## src/rtl/assert_macros.svh

```systemverilog
// Assertion macros shared by the RTL of the ADC averaging and scaling block.
// Depends on nothing; the including module must provide clk_i and rst_ni.
`ifndef ASSERT_MACROS_SVH
`define ASSERT_MACROS_SVH

// Property checked at every rising edge of clk_i, ignored while in reset.
`define AAS_ASSERT(lbl, prop, msg) \
  lbl: assert property (@(posedge clk_i) disable iff (!rst_ni) prop) \
    else $error(msg);

// Antecedent in one cycle implies consequent in the next.
`define AAS_ASSERT_NEXT(lbl, ante, cons, msg) \
  `AAS_ASSERT(lbl, (ante) |=> (cons), msg)

`endif

```

## src/rtl/aas_pkg.sv

```systemverilog
// Shared constants, types and microcode encodings of the ADC averaging and scaling block.
// No dependencies.
package aas_pkg;

  localparam int SampleWidth  = 12;
  localparam int SumWidth     = SampleWidth + 8;
  localparam int CntWidth     = 8;
  localparam int FullCode     = 2 ** SampleWidth - 1;
  localparam int VrefUv       = 3300000;
  // Microvolts per code, split into a whole part and a remainder over FullCode.
  localparam int UvWhole      = VrefUv / FullCode;
  localparam int UvFrac       = VrefUv % FullCode;

  localparam int NumWidth     = 32;
  localparam int DenWidth     = 16;
  localparam int BitsWidth    = 6;
  localparam int StepWidth    = 5;
  localparam int CfgIdxWidth  = 3;
  localparam int CfgDataWidth = 15;

  // Significant numerator bits of each division.
  localparam logic [BitsWidth-1:0] AvgDivBits   = BitsWidth'(SumWidth);
  localparam logic [BitsWidth-1:0] TempDivBits  = 6'd29;
  localparam logic [BitsWidth-1:0] LightDivBits = 6'd19;

  typedef enum logic [CfgIdxWidth-1:0] {
    REG_TEMP_CNT,
    REG_LIGHT_CNT,
    REG_V25,
    REG_SLOPE,
    REG_TEMP_MIN,
    REG_TEMP_MAX,
    REG_DARK,
    REG_BRIGHT
  } reg_e;

  typedef enum logic [3:0] {
    OP_IDLE,
    OP_ACC,
    OP_DAVG,
    OP_WAIT,
    OP_AVG,
    OP_DFRAC,
    OP_FRAC,
    OP_UV,
    OP_DIFF,
    OP_DTEMP,
    OP_TEMP,
    OP_TRES,
    OP_LTEST,
    OP_DLIGHT,
    OP_LRES,
    OP_LEDGE
  } op_e;

  typedef enum logic [2:0] {
    JMP_NONE,
    JMP_ALWAYS,
    JMP_NOT_DONE,
    JMP_LIGHT,
    JMP_EDGE
  } jmp_e;

  typedef struct packed {
    op_e                  op;
    jmp_e                 jmp;
    logic [StepWidth-1:0] target;
  } ctrl_t;

  typedef struct packed {
    logic start;
    logic blk_done;
    logic is_light;
    logic light_edge;
    logic div_busy;
    logic out_full;
  } stat_t;

endpackage

```

## src/rtl/aas_div.sv

```systemverilog
// Bit-serial restoring divider, one quotient bit per cycle, unsigned.
// Depends on aas_pkg.
module aas_div (
  input  logic                         clk_i,
  input  logic                         rst_ni,
  input  logic                         start_i,
  input  logic [aas_pkg::NumWidth-1:0]  num_i,
  input  logic [aas_pkg::DenWidth-1:0]  den_i,
  input  logic [aas_pkg::BitsWidth-1:0] bits_i,
  output logic                         busy_o,
  output logic [aas_pkg::NumWidth-1:0]  quo_o
);
  import aas_pkg::*;

  logic [NumWidth-1:0]  quo_q, quo_d;
  logic [DenWidth-1:0]  rem_q, rem_d;
  logic [DenWidth-1:0]  den_q, den_d;
  logic [BitsWidth-1:0] cnt_q, cnt_d;
  logic [BitsWidth-1:0] shamt;
  logic [DenWidth:0]    part;
  logic [DenWidth+1:0]  trial;

  assign part  = {rem_q, quo_q[NumWidth-1]};
  assign trial = {1'b0, part} - {2'b00, den_q};
  assign shamt = BitsWidth'(NumWidth) - bits_i;

  always_comb begin
    quo_d = quo_q;
    rem_d = rem_q;
    den_d = den_q;
    cnt_d = cnt_q;
    if (start_i) begin
      // Left-align the numerator so only its significant bits are iterated.
      quo_d = num_i << shamt;
      rem_d = '0;
      den_d = den_i;
      cnt_d = bits_i;
    end else if (cnt_q != '0) begin
      if (!trial[DenWidth+1]) begin
        rem_d = trial[DenWidth-1:0];
      end else begin
        rem_d = part[DenWidth-1:0];
      end
      quo_d = {quo_q[NumWidth-2:0], ~trial[DenWidth+1]};
      cnt_d = cnt_q - 1'b1;
    end
  end

  always_ff @(posedge clk_i or negedge rst_ni) begin
    if (!rst_ni) begin
      cnt_q <= '0;
    end else begin
      cnt_q <= cnt_d;
    end
  end

  always_ff @(posedge clk_i) begin
    quo_q <= quo_d;
    rem_q <= rem_d;
    den_q <= den_d;
  end

  assign busy_o = cnt_q != '0;
  assign quo_o  = quo_q;

endmodule

```

## src/rtl/aas_seq.sv

```systemverilog
// Microcode sequencer: step counter, control store and jump logic.
// Depends on aas_pkg.
module aas_seq (
  input  logic            clk_i,
  input  logic            rst_ni,
  input  aas_pkg::stat_t  stat_i,
  output aas_pkg::ctrl_t  ctrl_o
);
  import aas_pkg::*;

  localparam logic [StepWidth-1:0] StIdle  = 5'd0;
  localparam logic [StepWidth-1:0] StLight = 5'd13;
  localparam logic [StepWidth-1:0] StEdge  = 5'd17;

  logic [StepWidth-1:0] step_q, step_d;
  ctrl_t                ctrl;
  logic                 hold;
  logic                 take;

  function automatic ctrl_t ucode(logic [StepWidth-1:0] step);
    ctrl_t w;
    w = '{op: OP_IDLE, jmp: JMP_ALWAYS, target: StIdle};
    case (step)
      5'd0:  w = '{op: OP_IDLE,   jmp: JMP_NONE,     target: StIdle};
      5'd1:  w = '{op: OP_ACC,    jmp: JMP_NOT_DONE, target: StIdle};
      5'd2:  w = '{op: OP_DAVG,   jmp: JMP_NONE,     target: StIdle};
      5'd3:  w = '{op: OP_WAIT,   jmp: JMP_NONE,     target: StIdle};
      5'd4:  w = '{op: OP_AVG,    jmp: JMP_LIGHT,    target: StLight};
      5'd5:  w = '{op: OP_DFRAC,  jmp: JMP_NONE,     target: StIdle};
      5'd6:  w = '{op: OP_FRAC,   jmp: JMP_NONE,     target: StIdle};
      5'd7:  w = '{op: OP_UV,     jmp: JMP_NONE,     target: StIdle};
      5'd8:  w = '{op: OP_DIFF,   jmp: JMP_NONE,     target: StIdle};
      5'd9:  w = '{op: OP_DTEMP,  jmp: JMP_NONE,     target: StIdle};
      5'd10: w = '{op: OP_WAIT,   jmp: JMP_NONE,     target: StIdle};
      5'd11: w = '{op: OP_TEMP,   jmp: JMP_NONE,     target: StIdle};
      5'd12: w = '{op: OP_TRES,   jmp: JMP_ALWAYS,   target: StIdle};
      5'd13: w = '{op: OP_LTEST,  jmp: JMP_EDGE,     target: StEdge};
      5'd14: w = '{op: OP_DLIGHT, jmp: JMP_NONE,     target: StIdle};
      5'd15: w = '{op: OP_WAIT,   jmp: JMP_NONE,     target: StIdle};
      5'd16: w = '{op: OP_LRES,   jmp: JMP_ALWAYS,   target: StIdle};
      5'd17: w = '{op: OP_LEDGE,  jmp: JMP_ALWAYS,   target: StIdle};
      default: w = '{op: OP_IDLE, jmp: JMP_ALWAYS,   target: StIdle};
    endcase
    return w;
  endfunction

  assign ctrl = ucode(step_q);

  always_comb begin
    hold = 1'b0;
    case (ctrl.op)
      OP_IDLE: hold = !stat_i.start;
      OP_WAIT: hold = stat_i.div_busy;
      OP_TRES, OP_LRES, OP_LEDGE: hold = stat_i.out_full;
      default: hold = 1'b0;
    endcase
  end

  always_comb begin
    take = 1'b0;
    case (ctrl.jmp)
      JMP_NONE:     take = 1'b0;
      JMP_ALWAYS:   take = 1'b1;
      JMP_NOT_DONE: take = !stat_i.blk_done;
      JMP_LIGHT:    take = stat_i.is_light;
      JMP_EDGE:     take = stat_i.light_edge;
      default:      take = 1'b0;
    endcase
  end

  always_comb begin
    if (hold) begin
      step_d = step_q;
    end else if (take) begin
      step_d = ctrl.target;
    end else begin
      step_d = step_q + 1'b1;
    end
  end

  always_ff @(posedge clk_i or negedge rst_ni) begin
    if (!rst_ni) begin
      step_q <= StIdle;
    end else begin
      step_q <= step_d;
    end
  end

  assign ctrl_o = ctrl;

endmodule

```

## src/rtl/adc_average_sensor_scaler.sv

```systemverilog
// ADC averaging and sensor scaling: one transaction in at a time, at most one result per block.
// The wait for a result is set by the serial divider (one bit per cycle, 20 bits for the average):
// light at or beyond a threshold needs the average only, other light and temperature a second
// division. A sample that ends no block frees the input after its accumulate step; otherwise
// the next transaction is taken in the cycle after the result is written, later if it stalls.
// Reset (rst_ni, asynchronous, active low) clears sums, counts and control, loads defaults.
`include "assert_macros.svh"
module adc_average_sensor_scaler (
  input  logic                             clk_i,
  input  logic                             rst_ni,
  // Input stream.
  input  logic                             s_axis_tvalid_i,
  output logic                             s_axis_tready_o,
  input  logic [15:0]                      s_axis_tdata_i,  // [11:0] sample
  input  logic                             s_axis_tuser_i,  // [0] channel
  // Result stream.
  output logic                             m_axis_tvalid_o,
  input  logic                             m_axis_tready_i,
  // [11:0] raw_average, [26:12] temp_centi, [33:27] light_percent, [34] out_of_range
  output logic [39:0]                      m_axis_tdata_o,
  output logic                             m_axis_tuser_o,  // [0] out_channel
  // Register write port.
  input  logic                             cfg_we_i,
  input  logic [aas_pkg::CfgIdxWidth-1:0]  cfg_idx_i,
  input  logic [aas_pkg::CfgDataWidth-1:0] cfg_wdata_i
);
  import aas_pkg::*;

  // Configuration registers.
  logic [CntWidth-1:0]    tcnt_q, lcnt_q;
  logic [11:0]            v25_q;
  logic [13:0]            slope_q;
  logic signed [14:0]     tmin_q, tmax_q;
  logic [11:0]            dark_q, bright_q;

  // Per-channel accumulators.
  logic [SumWidth-1:0]    sum_q [2];
  logic [SumWidth-1:0]    sum_d [2];
  logic [CntWidth-1:0]    cnt_q [2];
  logic [CntWidth-1:0]    cnt_d [2];

  // Working registers of the datapath.
  logic                   ch_q;
  logic [SampleWidth-1:0] smp_q;
  logic [11:0]            avg_q, avg_d;
  logic signed [31:0]     acc_q, acc_d;
  logic                   neg_q, neg_d;

  // Result register; it parts the sequencer from the result stream.
  logic                   ovalid_q, ovalid_d;
  logic                   och_q, och_d;
  logic [11:0]            oavg_q, oavg_d;
  logic [14:0]            otemp_q, otemp_d;
  logic [6:0]             opct_q, opct_d;
  logic                   oor_q, oor_d;

  ctrl_t                  ctrl;
  stat_t                  stat;

  logic                   div_start;
  logic [NumWidth-1:0]    div_num;
  logic [DenWidth-1:0]    div_den;
  logic [BitsWidth-1:0]   div_bits;
  logic                   div_busy;
  logic [NumWidth-1:0]    div_quo;

  logic                   in_acc;
  logic                   out_full;
  logic                   res_wr;
  logic [SumWidth-1:0]    cur_sum;
  logic [CntWidth-1:0]    cur_cnt;
  logic [CntWidth-1:0]    new_cnt;
  logic [CntWidth-1:0]    target;
  logic                   blk_done;
  logic                   light_edge;
  logic signed [31:0]     scaled;
  logic signed [31:0]     tmin_x, tmax_x;
  logic [SampleWidth:0]   frac_rem;
  logic [SampleWidth:0]   frac_quo;

  assign s_axis_tready_o = ctrl.op == OP_IDLE;
  assign in_acc          = s_axis_tvalid_i && s_axis_tready_o;
  assign out_full        = ovalid_q && !m_axis_tready_i;
  assign res_wr          = (ctrl.op == OP_TRES || ctrl.op == OP_LRES ||
                            ctrl.op == OP_LEDGE) && !out_full;

  // Block end: the count reached the target (zero acts as one) or wrapped.
  assign cur_sum  = sum_q[ch_q];
  assign cur_cnt  = cnt_q[ch_q];
  assign new_cnt  = cur_cnt + 1'b1;
  assign target   = ch_q ? lcnt_q : tcnt_q;
  assign blk_done = (new_cnt == '0) ||
                    (new_cnt >= ((target == '0) ? CntWidth'(1) : target));

  assign light_edge = (avg_q >= dark_q) || (avg_q <= bright_q);

  assign scaled = acc_q * 32'sd100;
  assign tmin_x = 32'(tmin_q);
  assign tmax_x = 32'(tmax_q);

  // Division of the product held in acc_q by FullCode = 2^SampleWidth - 1. With the high
  // half as a first quotient the remainder is low half plus high half, which is below
  // twice FullCode plus one, so at most two compare steps finish the quotient.
  assign frac_rem = {1'b0, acc_q[SampleWidth-1:0]} +
                    {1'b0, acc_q[2*SampleWidth-1:SampleWidth]};
  assign frac_quo = {1'b0, acc_q[2*SampleWidth-1:SampleWidth]} +
                    ((frac_rem >= (SampleWidth+1)'(2 * FullCode)) ? (SampleWidth+1)'(2) :
                     (frac_rem >= (SampleWidth+1)'(FullCode))     ? (SampleWidth+1)'(1) :
                                                                    (SampleWidth+1)'(0));

  assign stat = '{start: in_acc, blk_done: blk_done, is_light: ch_q,
                  light_edge: light_edge, div_busy: div_busy, out_full: out_full};

  aas_seq u_seq (
    .clk_i  (clk_i),
    .rst_ni (rst_ni),
    .stat_i (stat),
    .ctrl_o (ctrl)
  );

  aas_div u_div (
    .clk_i   (clk_i),
    .rst_ni  (rst_ni),
    .start_i (div_start),
    .num_i   (div_num),
    .den_i   (div_den),
    .bits_i  (div_bits),
    .busy_o  (div_busy),
    .quo_o   (div_quo)
  );

  // Datapath actions selected by the current control word.
  always_comb begin
    sum_d     = sum_q;
    cnt_d     = cnt_q;
    avg_d     = avg_q;
    acc_d     = acc_q;
    neg_d     = neg_q;
    div_start = 1'b0;
    div_num   = '0;
    div_den   = '0;
    div_bits  = '0;
    ovalid_d  = ovalid_q && !m_axis_tready_i;
    och_d     = och_q;
    oavg_d    = oavg_q;
    otemp_d   = otemp_q;
    opct_d    = opct_q;
    oor_d     = oor_q;
    case (ctrl.op)
      OP_ACC: begin
        sum_d[ch_q] = cur_sum + SumWidth'(smp_q);
        cnt_d[ch_q] = new_cnt;
      end
      OP_DAVG: begin
        // A wrapped count stands for 256 gathered samples.
        div_start   = 1'b1;
        div_num     = NumWidth'(cur_sum);
        div_den     = DenWidth'({cur_cnt == '0, cur_cnt});
        div_bits    = AvgDivBits;
        sum_d[ch_q] = '0;
        cnt_d[ch_q] = '0;
      end
      OP_AVG: begin
        avg_d = div_quo[11:0];
      end
      OP_DFRAC: begin
        // Remainder part of the microvolt product, reduced by FullCode in the next step.
        acc_d = signed'(32'(avg_q) * 32'(UvFrac));
      end
      OP_FRAC: begin
        acc_d = signed'(32'(frac_quo));
      end
      OP_UV: begin
        acc_d = acc_q + signed'(32'(avg_q) * 32'(UvWhole));
      end
      OP_DIFF: begin
        acc_d = acc_q - signed'(32'(v25_q) * 32'd1000);
      end
      OP_DTEMP: begin
        // Divide the magnitude so the quotient truncates toward zero.
        div_start = 1'b1;
        neg_d     = scaled[31];
        div_num   = scaled[31] ? unsigned'(-scaled) : unsigned'(scaled);
        div_den   = DenWidth'((slope_q == '0) ? 14'd1 : slope_q);
        div_bits  = TempDivBits;
      end
      OP_TEMP: begin
        acc_d = (neg_q ? -signed'(div_quo) : signed'(div_quo)) + 32'sd2500;
      end
      OP_TRES: begin
        if (res_wr) begin
          ovalid_d = 1'b1;
          och_d    = 1'b0;
          oavg_d   = avg_q;
          opct_d   = '0;
          if (acc_q < tmin_x) begin
            otemp_d = tmin_q;
            oor_d   = 1'b1;
          end else if (acc_q > tmax_x) begin
            otemp_d = tmax_q;
            oor_d   = 1'b1;
          end else begin
            otemp_d = acc_q[14:0];
            oor_d   = 1'b0;
          end
        end
      end
      OP_DLIGHT: begin
        div_start = 1'b1;
        div_num   = 32'(dark_q - avg_q) * 32'd100;
        div_den   = DenWidth'(dark_q - bright_q);
        div_bits  = LightDivBits;
      end
      OP_LRES: begin
        if (res_wr) begin
          ovalid_d = 1'b1;
          och_d    = 1'b1;
          oavg_d   = avg_q;
          otemp_d  = '0;
          opct_d   = div_quo[6:0];
          oor_d    = 1'b0;
        end
      end
      OP_LEDGE: begin
        if (res_wr) begin
          ovalid_d = 1'b1;
          och_d    = 1'b1;
          oavg_d   = avg_q;
          otemp_d  = '0;
          if (avg_q >= dark_q) begin
            opct_d = '0;
            oor_d  = avg_q > dark_q;
          end else begin
            opct_d = 7'd100;
            oor_d  = avg_q < bright_q;
          end
        end
      end
      default: begin
      end
    endcase
  end

  // Control state, accumulators and registers.
  always_ff @(posedge clk_i or negedge rst_ni) begin
    if (!rst_ni) begin
      tcnt_q   <= 8'd10;
      lcnt_q   <= 8'd10;
      v25_q    <= 12'd760;
      slope_q  <= 14'd2500;
      tmin_q   <= -15'sd4000;
      tmax_q   <= 15'sd12500;
      dark_q   <= 12'd3500;
      bright_q <= 12'd200;
      sum_q    <= '{default: '0};
      cnt_q    <= '{default: '0};
      ovalid_q <= 1'b0;
    end else begin
      sum_q    <= sum_d;
      cnt_q    <= cnt_d;
      ovalid_q <= ovalid_d;
      if (cfg_we_i) begin
        case (reg_e'(cfg_idx_i))
          REG_TEMP_CNT:  tcnt_q   <= cfg_wdata_i[CntWidth-1:0];
          REG_LIGHT_CNT: lcnt_q   <= cfg_wdata_i[CntWidth-1:0];
          REG_V25:       v25_q    <= cfg_wdata_i[11:0];
          REG_SLOPE:     slope_q  <= cfg_wdata_i[13:0];
          REG_TEMP_MIN:  tmin_q   <= signed'(cfg_wdata_i[14:0]);
          REG_TEMP_MAX:  tmax_q   <= signed'(cfg_wdata_i[14:0]);
          REG_DARK:      dark_q   <= cfg_wdata_i[11:0];
          REG_BRIGHT:    bright_q <= cfg_wdata_i[11:0];
          default: begin
          end
        endcase
      end
    end
  end

  // Payload registers.
  always_ff @(posedge clk_i) begin
    if (in_acc) begin
      ch_q  <= s_axis_tuser_i;
      smp_q <= s_axis_tdata_i[SampleWidth-1:0];
    end
    avg_q   <= avg_d;
    acc_q   <= acc_d;
    neg_q   <= neg_d;
    och_q   <= och_d;
    oavg_q  <= oavg_d;
    otemp_q <= otemp_d;
    opct_q  <= opct_d;
    oor_q   <= oor_d;
  end

  assign m_axis_tvalid_o = ovalid_q;
  assign m_axis_tuser_o  = och_q;
  assign m_axis_tdata_o  = {5'b00000, oor_q, opct_q, otemp_q, oavg_q};

  // The divider is always finished before the sequencer returns to idle.
  `AAS_ASSERT(a_idle_div_quiet, s_axis_tready_o |-> !div_busy, "divider busy in idle")
  // A result written by the sequencer is presented on the next cycle.
  `AAS_ASSERT_NEXT(a_result_shown, res_wr, m_axis_tvalid_o, "result write lost")
  // A light result carries no temperature and a percentage of at most 100.
  `AAS_ASSERT(a_light_fields,
              m_axis_tvalid_o && m_axis_tuser_o |-> opct_q <= 7'd100 && otemp_q == '0,
              "bad light result")

endmodule

```

## config.mk

```make
export PLATFORM = sky130hd
export DESIGN_NAME = adc_average_sensor_scaler
export DESIGN_NICKNAME = d
export VERILOG_FILES = /design/src/rtl/aas_pkg.sv /design/src/rtl/aas_div.sv /design/src/rtl/aas_seq.sv /design/src/rtl/adc_average_sensor_scaler.sv
export VERILOG_INCLUDE_DIRS = /design/src /design/src/rtl
export SDC_FILE = /design/constraint.sdc
export NUM_CORES = 2
export LEC_CHECK = 0
export BUFFER_PORTS_ARGS = -buffer_cell sky130_fd_sc_hd__clkbuf_2
export CAP_MARGIN = 20
export CORE_MARGIN = 2
export CORE_UTILIZATION = 59
export DETAILED_ROUTE_END_ITERATION = 10
export HOLD_SLACK_MARGIN = 0.12
export PLACE_DENSITY = 0.86
export SLEW_MARGIN = 20
export SYNTH_ARGS = -nofsm -noshare
export SYNTH_HDL_FRONTEND = slang
export SYNTH_SLANG_ARGS = --single-unit
```

## constraint.sdc

```tcl
create_clock -name clk_i -period 6.4 [get_ports clk_i]
set_input_delay 0.96 -clock clk_i [delete_from_list [all_inputs] [get_ports clk_i]]
set_output_delay 0.96 -clock clk_i [all_outputs]
set_load 0.02 [all_outputs]
```

# After elaboration in Yosys (flattened, before gate mapping)

Memory sizes are Yosys's and may differ from the RTL's.
Cells that the tools add are included.

$add $sub $neg: 15
Multipliers: 5
$lt $le $gt $ge: 11
Equality and inequality tests: 29
Shifts and indexed selects: 1
Multiplexer cells: 55
Bitwise gates (word level): 6
Reductions and logical operators: 38

Operators by type and width:

| operator                                           | count |
|---|---|
| case mux 32 bit (5 select lines)                   | 1 |
| 2-to-1 mux 32 bit                                  | 4 |
| case mux 32 bit (3 select lines)                   | 1 |
| 2-to-1 mux 20 bit                                  | 4 |
| case mux 40 bit (2 select lines)                   | 1 |
| negation 32 bit                                    | 2 |
| 2-to-1 mux 15 bit                                  | 4 |
| 2-to-1 mux 8 bit                                   | 6 |
| case mux 16 bit (3 select lines)                   | 1 |
| AND 40 bit                                         | 1 |
| bitwise mux 40 bit                                 | 1 |
| NOT 40 bit                                         | 1 |
| adder 32 x 13 -> 32 bit, second input constant     | 1 |
| adder 32 x 23 -> 32 bit                            | 1 |
| > comparator 32 x 15 -> 1 bit                      | 1 |
| < comparator 32 x 15 -> 1 bit                      | 1 |
| multiplier 32 x 5 -> 30 bit, second input constant | 1 |
| multiplier 32 x 6 -> 30 bit, second input constant | 1 |
| case mux 16 bit (2 select lines)                   | 1 |
| << shifter 32 x 6 -> 32 bit                        | 1 |
| subtractor 32 x 23 -> 32 bit                       | 1 |
| case mux 15 bit (2 select lines)                   | 1 |
| == test 4 bit, second input constant               | 7 |
| 2-to-1 mux 7 bit                                   | 4 |
| other kinds (63)                                   | 112 |

Register bits after elaboration: 322
ROM bits: 352
Bits of input ports: 40
Output and inout bits: 43
Logic and storage cells: 189
Memories kept: 1

Memories:

| memory          | words | bits a word | read ports | clocked after Yosys merged registers in | write ports | line          | source |
|---|---|---|---|---|---|---|---|
| (no name shown) | 32    | 11          | 1          | 0                                       | 0           | aas_seq.sv:23 | `case (step)` |

# Logic depth before layout (Yosys ltp)

Word-level depth: 10
Depth in mapped cells: 29
Gate-level depth less buffers: 29

# By module

Synthesis repeated with hierarchy kept, for this count alone.

Cells, all modules: 3998
Area, all modules: 36688.9 µm²

By module, submodules not included:

| module                    | instances | cells an instance | area each (µm²) | seq. area each (µm²) |
|---|---|---|---|---|
| adc_average_sensor_scaler | 1         | 3385              | 30573.1         | 6696.4 |
| aas_div                   | 1         | 530               | 5421.4          | 1911.8 |
| aas_seq                   | 1         | 83                | 694.4           | 125.1 |

# Worst setup path after synthesis

Ideal clock, no wire load.

Kind: reg2reg
Start point: register v25_q[0]
End point: register acc_q[29] (data pin)
Setup time: 0.275 ns
Arrival time: 6.278 ns
Required time: 6.125 ns
Path slack: -0.154 ns
Stages on the path, launching flop included: 28
Buffers on the path: 0
Period minus slack after synthesis: 6.554 ns
Path through: dfrtp_1 -> fa_1 -> fa_1 -> inv_1 -> fa_1 -> fa_1 -> inv_1 -> ha_1 -> inv_1 -> o21ai_0 -> a21oi_1 -> o21ai_0 -> a21o_1 -> a21o_1 -> a21o_1 -> a21o_1 -> a31oi_1 -> xor2_1 -> ha_1 -> or3_1 -> a211oi_1 -> o31a_1 -> nor2b_1 -> nor3_1 -> nand2_1 -> nor4_1 -> xnor2_1 -> o221ai_1

Cells in the longest elaborated chain, start to end: 3

Ends and longest elaborated chain:

| item                             | line                             | source |
|---|---|---|
| start: declaration               | adc_average_sensor_scaler.sv:31  | `logic [11:0] v25_q;` |
| start signal: assignment         | adc_average_sensor_scaler.sv:266 | `REG_V25: v25_q <= cfg_wdata_i[11:0];` |
| multiplier 12 x 7 -> 19 bit      | adc_average_sensor_scaler.sv:177 | `acc_d = acc_q - signed'(32'(v25_q) * 32'd1000);` |
| subtractor 32 x 23 -> 32 bit     | adc_average_sensor_scaler.sv:177 |  |
| case mux 32 bit (5 select lines) | adc_average_sensor_scaler.sv:149 | `case (ctrl.op)` |
| end signal: assignment           | adc_average_sensor_scaler.sv:286 | `acc_q <= acc_d;` |
| end: declaration                 | adc_average_sensor_scaler.sv:46  | `logic signed [31:0] acc_q, acc_d;` |

No other way between the ends.
A chain may end at the register's enable or synchronous reset.

# Final worst setup path

Start point: register avg_q[1]
End point: register acc_q[31] (data pin)

Cells in the longest elaborated chain, start to end: 3

Ends and longest elaborated chain:

| item                             | line                             | source |
|---|---|---|
| start: declaration               | adc_average_sensor_scaler.sv:45  | `logic [11:0] avg_q, avg_d;` |
| start signal: assignment         | adc_average_sensor_scaler.sv:285 | `avg_q <= avg_d;` |
| multiplier 12 x 10 -> 22 bit     | adc_average_sensor_scaler.sv:174 | `acc_d = acc_q + signed'(32'(avg_q) * 32'(UvWhole));` |
| adder 32 x 23 -> 32 bit          | adc_average_sensor_scaler.sv:174 |  |
| case mux 32 bit (5 select lines) | adc_average_sensor_scaler.sv:149 |  |

No other way between the ends.

==> results.md <==
Outcome:
- The run finished, with violations left.
- The checks that failed: setup timing.

Detailed routing:
- After detailed routing, the total wire length is 110.9 mm.
- In the routed design, unresolved DRC markers number 0.
- Wire segments on met2 add up to 49.67 mm in the final route.
- The number of DRC violations after detailed-routing iteration 0 is 3706.
- After detailed routing, the met3 layer carries 12.23 mm of wire.
- The count of nets left with antenna violations after detail routing is 0.
- The wire length on met1 is 40.91 mm.
- For this run, the detailed router's first-pass iteration total came to 9.
- Dividing the detail-routed wire length by the instance count gives 22.83 um.
- The average vias per placed instance is 6.579.
- The detailed router used layers up to and including met4.
- The detailed router placed 31960 vias in this run.

Timing:
- In the final timing run, aggregate negative setup slack is -0.6196 ns.
- Setup repair after global routing could not meet its margin everywhere.
- Across all setup checks in the final design, the least slack found is -0.1591 ns.
- The worst hold margin is 0.4720 ns.
- The headroom to the max-slew limit is 0.1876.
- Setup violations remaining at the end of the flow were counted as 11.
- In the finished design, the share of the clock period the worst path needs comes to 1.025.
- The number of failing hold endpoints at the final stage is 0.
- The number of pins exceeding their max-slew limit in the final report is 0.
- The setup clock skew after layout is 0.01718 ns.
- For the pin with the worst max-slew slack, the measured transition is 1.207 ns.
- After layout, the minimum clock period comes to 6.559 ns.
- For this run, the top clock speed supported by timing is 152.5 MHz.

Layout:
- At the end of the flow the core is filled with cells to 0.6768.
- The count of nets after finishing is 4742.
- The count of inserted antenna diode cells is 0.
- The fraction of final layout cells sized beyond drive strength 1 is 0.1684.
- The area growth from synthesis to layout is 13.77%.

Setup path:
- The type of element launching the critical path is a flop.
- The critical path starts at avg_q[1]$_DFFE_PN_.
- The cell with the largest stage delay on the worst path is sky130_fd_sc_hd__fa_1.
- The type of destination of the critical path is a flop.
- Data arrives at the worst endpoint at 6.85 ns.
- The worst register-to-register path ends at acc_q[31]$_SDFFCE_PP0P_.
- The worst register-to-register path has a depth of 30.
- The delay contributed by the slowest stage of the critical path is 0.51 ns.
- The required arrival time at the worst endpoint is 6.69 ns.
- The minimum setup slack among reg-to-reg paths is -0.16 ns.
- The startpoint of the most critical register-to-register path is avg_q[1]$_DFFE_PN_.
- The type of the worst setup path is reg2reg.
- In this run the worst path has a maximum fanout of 3.

Logic synthesis:
- Yosys mapped a number of flops with a built-in enable equal to 141.
- The share of the Yosys chip area taken by registers is 0.2489.
- The synthesized area is 0.03497 mm2.
- The share of synthesized area in the top cell type comes to 0.1803.
- A synthesized cell averages 9.172 um2.
- Counting flops with an async set or reset pin after synthesis yields a share of 0.5109.
- Yosys printed 0 warnings.
- Synthesis produced a netlist whose cell count is 3813.
- The number of different library cells in the post-synthesis netlist is 108.
- Ranked by total cell area, the synthesized netlist is headed by sky130_fd_sc_hd__ha_1 18%, sky130_fd_sc_hd__edfxtp_1 12%, sky130_fd_sc_hd__dfrtp_1 9.2%, sky130_fd_sc_hd__fa_1 8.1%, sky130_fd_sc_hd__inv_1 4.4%.
- Summed over all instances, the cell type with the most area after synthesis is sky130_fd_sc_hd__ha_1.
- The primary flip-flop cell chosen by synthesis mapping is sky130_fd_sc_hd__edfxtp_1.
- The flip-flop and latch count after synthesis is 321.

Floorplan:
- From bottom edge to top edge, the die measures 247.5 um.
- The starting density of the core is 0.5948.
- The number of top-level design ports is 83.
- The die area is 0.06124 mm2.
- The floorplan row count is 89.
- The region available for standard cell placement spans 0.05880 mm2.
- From left edge to right edge, the die measures 247.5 um.

Min path:
- The worst hold path begins at sum_q[35]$_DFFE_PN0P_.
- The number of cells on the worst hold path is 1.
- The destination of the worst hold path is sum_q[35]$_DFFE_PN0P_.
- The type of the most critical hold path is reg2reg.

Clock tree:
- Counting every sink on the clock net gives 321.
- In this run the clock root is driven by a sky130_fd_sc_hd__clkbuf_16.
- The clock insertion delay at the later pin of the skew report is 0.58 ns.
- Counting along the longest clock path gives a buffer depth of 3.
- The H-tree was split into 2 levels.
- The total clock buffers created by CTS is 36.
- The clock tree from TritonCTS is built.
- Clock-pin slew was measured on the worst setup and hold paths at 0.06 ns.
- After clock tree synthesis, the flow added hold-fix buffers numbering 0.

Global route:
- The sum of overflow across all layers after global routing is 0.
- The largest net degree at the start of global routing is 105.
- The overall global routing resource usage is 0.3499.
- The global-route wire length before repair is 168.4 mm.
- The via count of the first global-routing pass is 31330.
- The initial antenna violation count is 0.

Place:
- The sum of net half-perimeters after detailed placement is 82.42 mm.
- Routability-driven placement finished with a final weighted congestion of 1.010.
- The number of buffers added on ports is 73.

Run:
- The count of max-cap constraint violations is 0.
[timing repair]
action,in CTS,in global routing
pin swaps,43,88
endpoints found under the setup margin,23,32
buffers inserted,20,18
gates resized for setup,42,129
[synth_stat cells, types with 20 or more instances]
cell and instances:
sky130_fd_sc_hd__nand2b_1 39, sky130_fd_sc_hd__nor2_1 259, sky130_fd_sc_hd__inv_1 407, sky130_fd_sc_hd__xor2_1 94, sky130_fd_sc_hd__o22ai_1 36, sky130_fd_sc_hd__nand2_1 228
sky130_fd_sc_hd__xnor2_1 156, sky130_fd_sc_hd__o21a_1 39, sky130_fd_sc_hd__mux2_2 88, sky130_fd_sc_hd__or3_1 29, sky130_fd_sc_hd__a211oi_1 49, sky130_fd_sc_hd__o21ai_0 184
sky130_fd_sc_hd__mux2i_1 81, sky130_fd_sc_hd__o21bai_1 28, sky130_fd_sc_hd__edfxtp_1 141, sky130_fd_sc_hd__a21oi_1 218, sky130_fd_sc_hd__o211ai_1 22, sky130_fd_sc_hd__fa_1 141
sky130_fd_sc_hd__a21o_1 79, sky130_fd_sc_hd__clkbuf_1 99, sky130_fd_sc_hd__dfstp_2 36, sky130_fd_sc_hd__ha_1 504, sky130_fd_sc_hd__nor4_1 22, sky130_fd_sc_hd__a31oi_1 33
sky130_fd_sc_hd__a22o_1 47, sky130_fd_sc_hd__nand3_1 65, sky130_fd_sc_hd__nand4_1 38, sky130_fd_sc_hd__nor3_1 90, sky130_fd_sc_hd__nor2b_1 47, sky130_fd_sc_hd__and3_1 20
sky130_fd_sc_hd__o31ai_1 32, sky130_fd_sc_hd__dfrtp_1 128
[flip-flops by register name, indices dropped and copies added, names as in the netlist, 15 cells and up]
name and count:
u_div.quo_o 32, otemp_q 15, acc_q 32, u_div.rem_q 16, u_div.den_q 15, tmin_q 15, tmax_q 15, cnt_q 16
sum_q 40
[critical path: cells and delay by family (launching register included)]
family / cells / cell delay (ns)
adder cells (fa/ha/maj): 7 / 2.54
buffers and inverters: 7 / 0.63
AO/OA/AOI/OAI: 11 / 2.15
XOR/XNOR: 1 / 0.09
AND/OR/NAND/NOR: 4 / 0.40
flip-flops: 1 / 0.43
[final cells by class]
class,instances,area (um2)
timing repair buffer,328,2310
clock buffer,47,963.4
multi-input combinational,2959,25080
tap,773,967.2
clock inverter,19,216.5
fill,4131,19010
inverter,411,1548
sequential,321,8703
[through the flow]
stage / area, um2 / setup WS (ns) / instances
floorplan: 35000 / -0.04583 / 3817
global placement: 37520 / -0.1816 / 4755
detailed placement: 37520 / -0.2843 / 4755
CTS: 39010 / -0.01565 / 4841
global route: 39790 / -0.4730 / 4858
finish: 39790 / -0.1591 / 4858
[how the worst max path moves through the flow]
stage,slack (ns),to,depth (start not counted)
CTS,-0.02,acc_q[23]$_DFFE_PP_,28
global route,-0.47,acc_q[23]$_DFFE_PP_,28
detailed placement,-0.28,acc_q[23]$_DFFE_PP_,28
finish,-0.16,acc_q[31]$_SDFFCE_PP0P_,30
global placement,-0.18,acc_q[29]$_SDFFCE_PP0P_,28
floorplan,-0.05,acc_q[29]$_SDFFCE_PP0P_,27
[cells in the final DEF, fill, tap and decap left out, types with 16 or more instances in the layout]
| cell | count |
|---|---|
| sky130_fd_sc_hd__edfxtp_1 | 141 |
| sky130_fd_sc_hd__o31ai_1 | 31 |
| sky130_fd_sc_hd__nor4_1 | 19 |
| sky130_fd_sc_hd__o21a_1 | 38 |
| sky130_fd_sc_hd__clkbuf_2 | 72 |
| sky130_fd_sc_hd__dfrtp_1 | 128 |
| sky130_fd_sc_hd__nand4_1 | 38 |
| sky130_fd_sc_hd__inv_1 | 399 |
| sky130_fd_sc_hd__dfxtp_1 | 16 |
| sky130_fd_sc_hd__ha_1 | 492 |
| sky130_fd_sc_hd__fa_1 | 139 |
| sky130_fd_sc_hd__xor2_1 | 90 |
| sky130_fd_sc_hd__buf_4 | 251 |
| sky130_fd_sc_hd__nand3_1 | 64 |
| sky130_fd_sc_hd__o22ai_1 | 34 |
| sky130_fd_sc_hd__mux2_2 | 88 |
| sky130_fd_sc_hd__dfstp_2 | 36 |
| sky130_fd_sc_hd__o21ai_1 | 27 |
| sky130_fd_sc_hd__or3_1 | 28 |
| sky130_fd_sc_hd__nand2_1 | 225 |
| sky130_fd_sc_hd__mux2i_1 | 78 |
| sky130_fd_sc_hd__o21ai_0 | 163 |
| sky130_fd_sc_hd__nor2_1 | 254 |
| sky130_fd_sc_hd__and3_1 | 18 |
| sky130_fd_sc_hd__o21bai_1 | 26 |
| sky130_fd_sc_hd__o211ai_1 | 22 |
| sky130_fd_sc_hd__xnor2_1 | 142 |
| sky130_fd_sc_hd__a31oi_1 | 28 |
| sky130_fd_sc_hd__a211oi_1 | 42 |
| sky130_fd_sc_hd__a22o_1 | 47 |
| sky130_fd_sc_hd__nor2b_1 | 47 |
| sky130_fd_sc_hd__a21o_1 | 79 |
| sky130_fd_sc_hd__a21oi_1 | 204 |
| sky130_fd_sc_hd__clkbuf_16 | 37 |
| sky130_fd_sc_hd__nand2b_1 | 38 |
| sky130_fd_sc_hd__nor3_1 | 75 |
[metal layers]
metal  up-vias  global-route usage
met1     15250              0.4327
met5         -                   0
li1      14230                   -
met3       554             0.08250
met2      1920              0.5540
met4         0              0.2161
[cell families (layout without fill, tap and decap cells)]
family                   Yosys count  after routing  share of synthesized area
flip-flops                       321            321                     0.2489
buffers and inverters            537            805                    0.05885
AO/OA/AOI/OAI                    950            950                     0.1821
AND/OR/NAND/NOR                  934            934                     0.1321
XOR/XNOR                         252            252                    0.06354
other                              1              5                  0.0001072
adder cells (fa/ha/maj)          645            645                     0.2610
multiplexers                     173            173                    0.05345
Power is not shown: default switching activity piles up to over one toggle a cycle in this logic, so the estimate is an artifact.
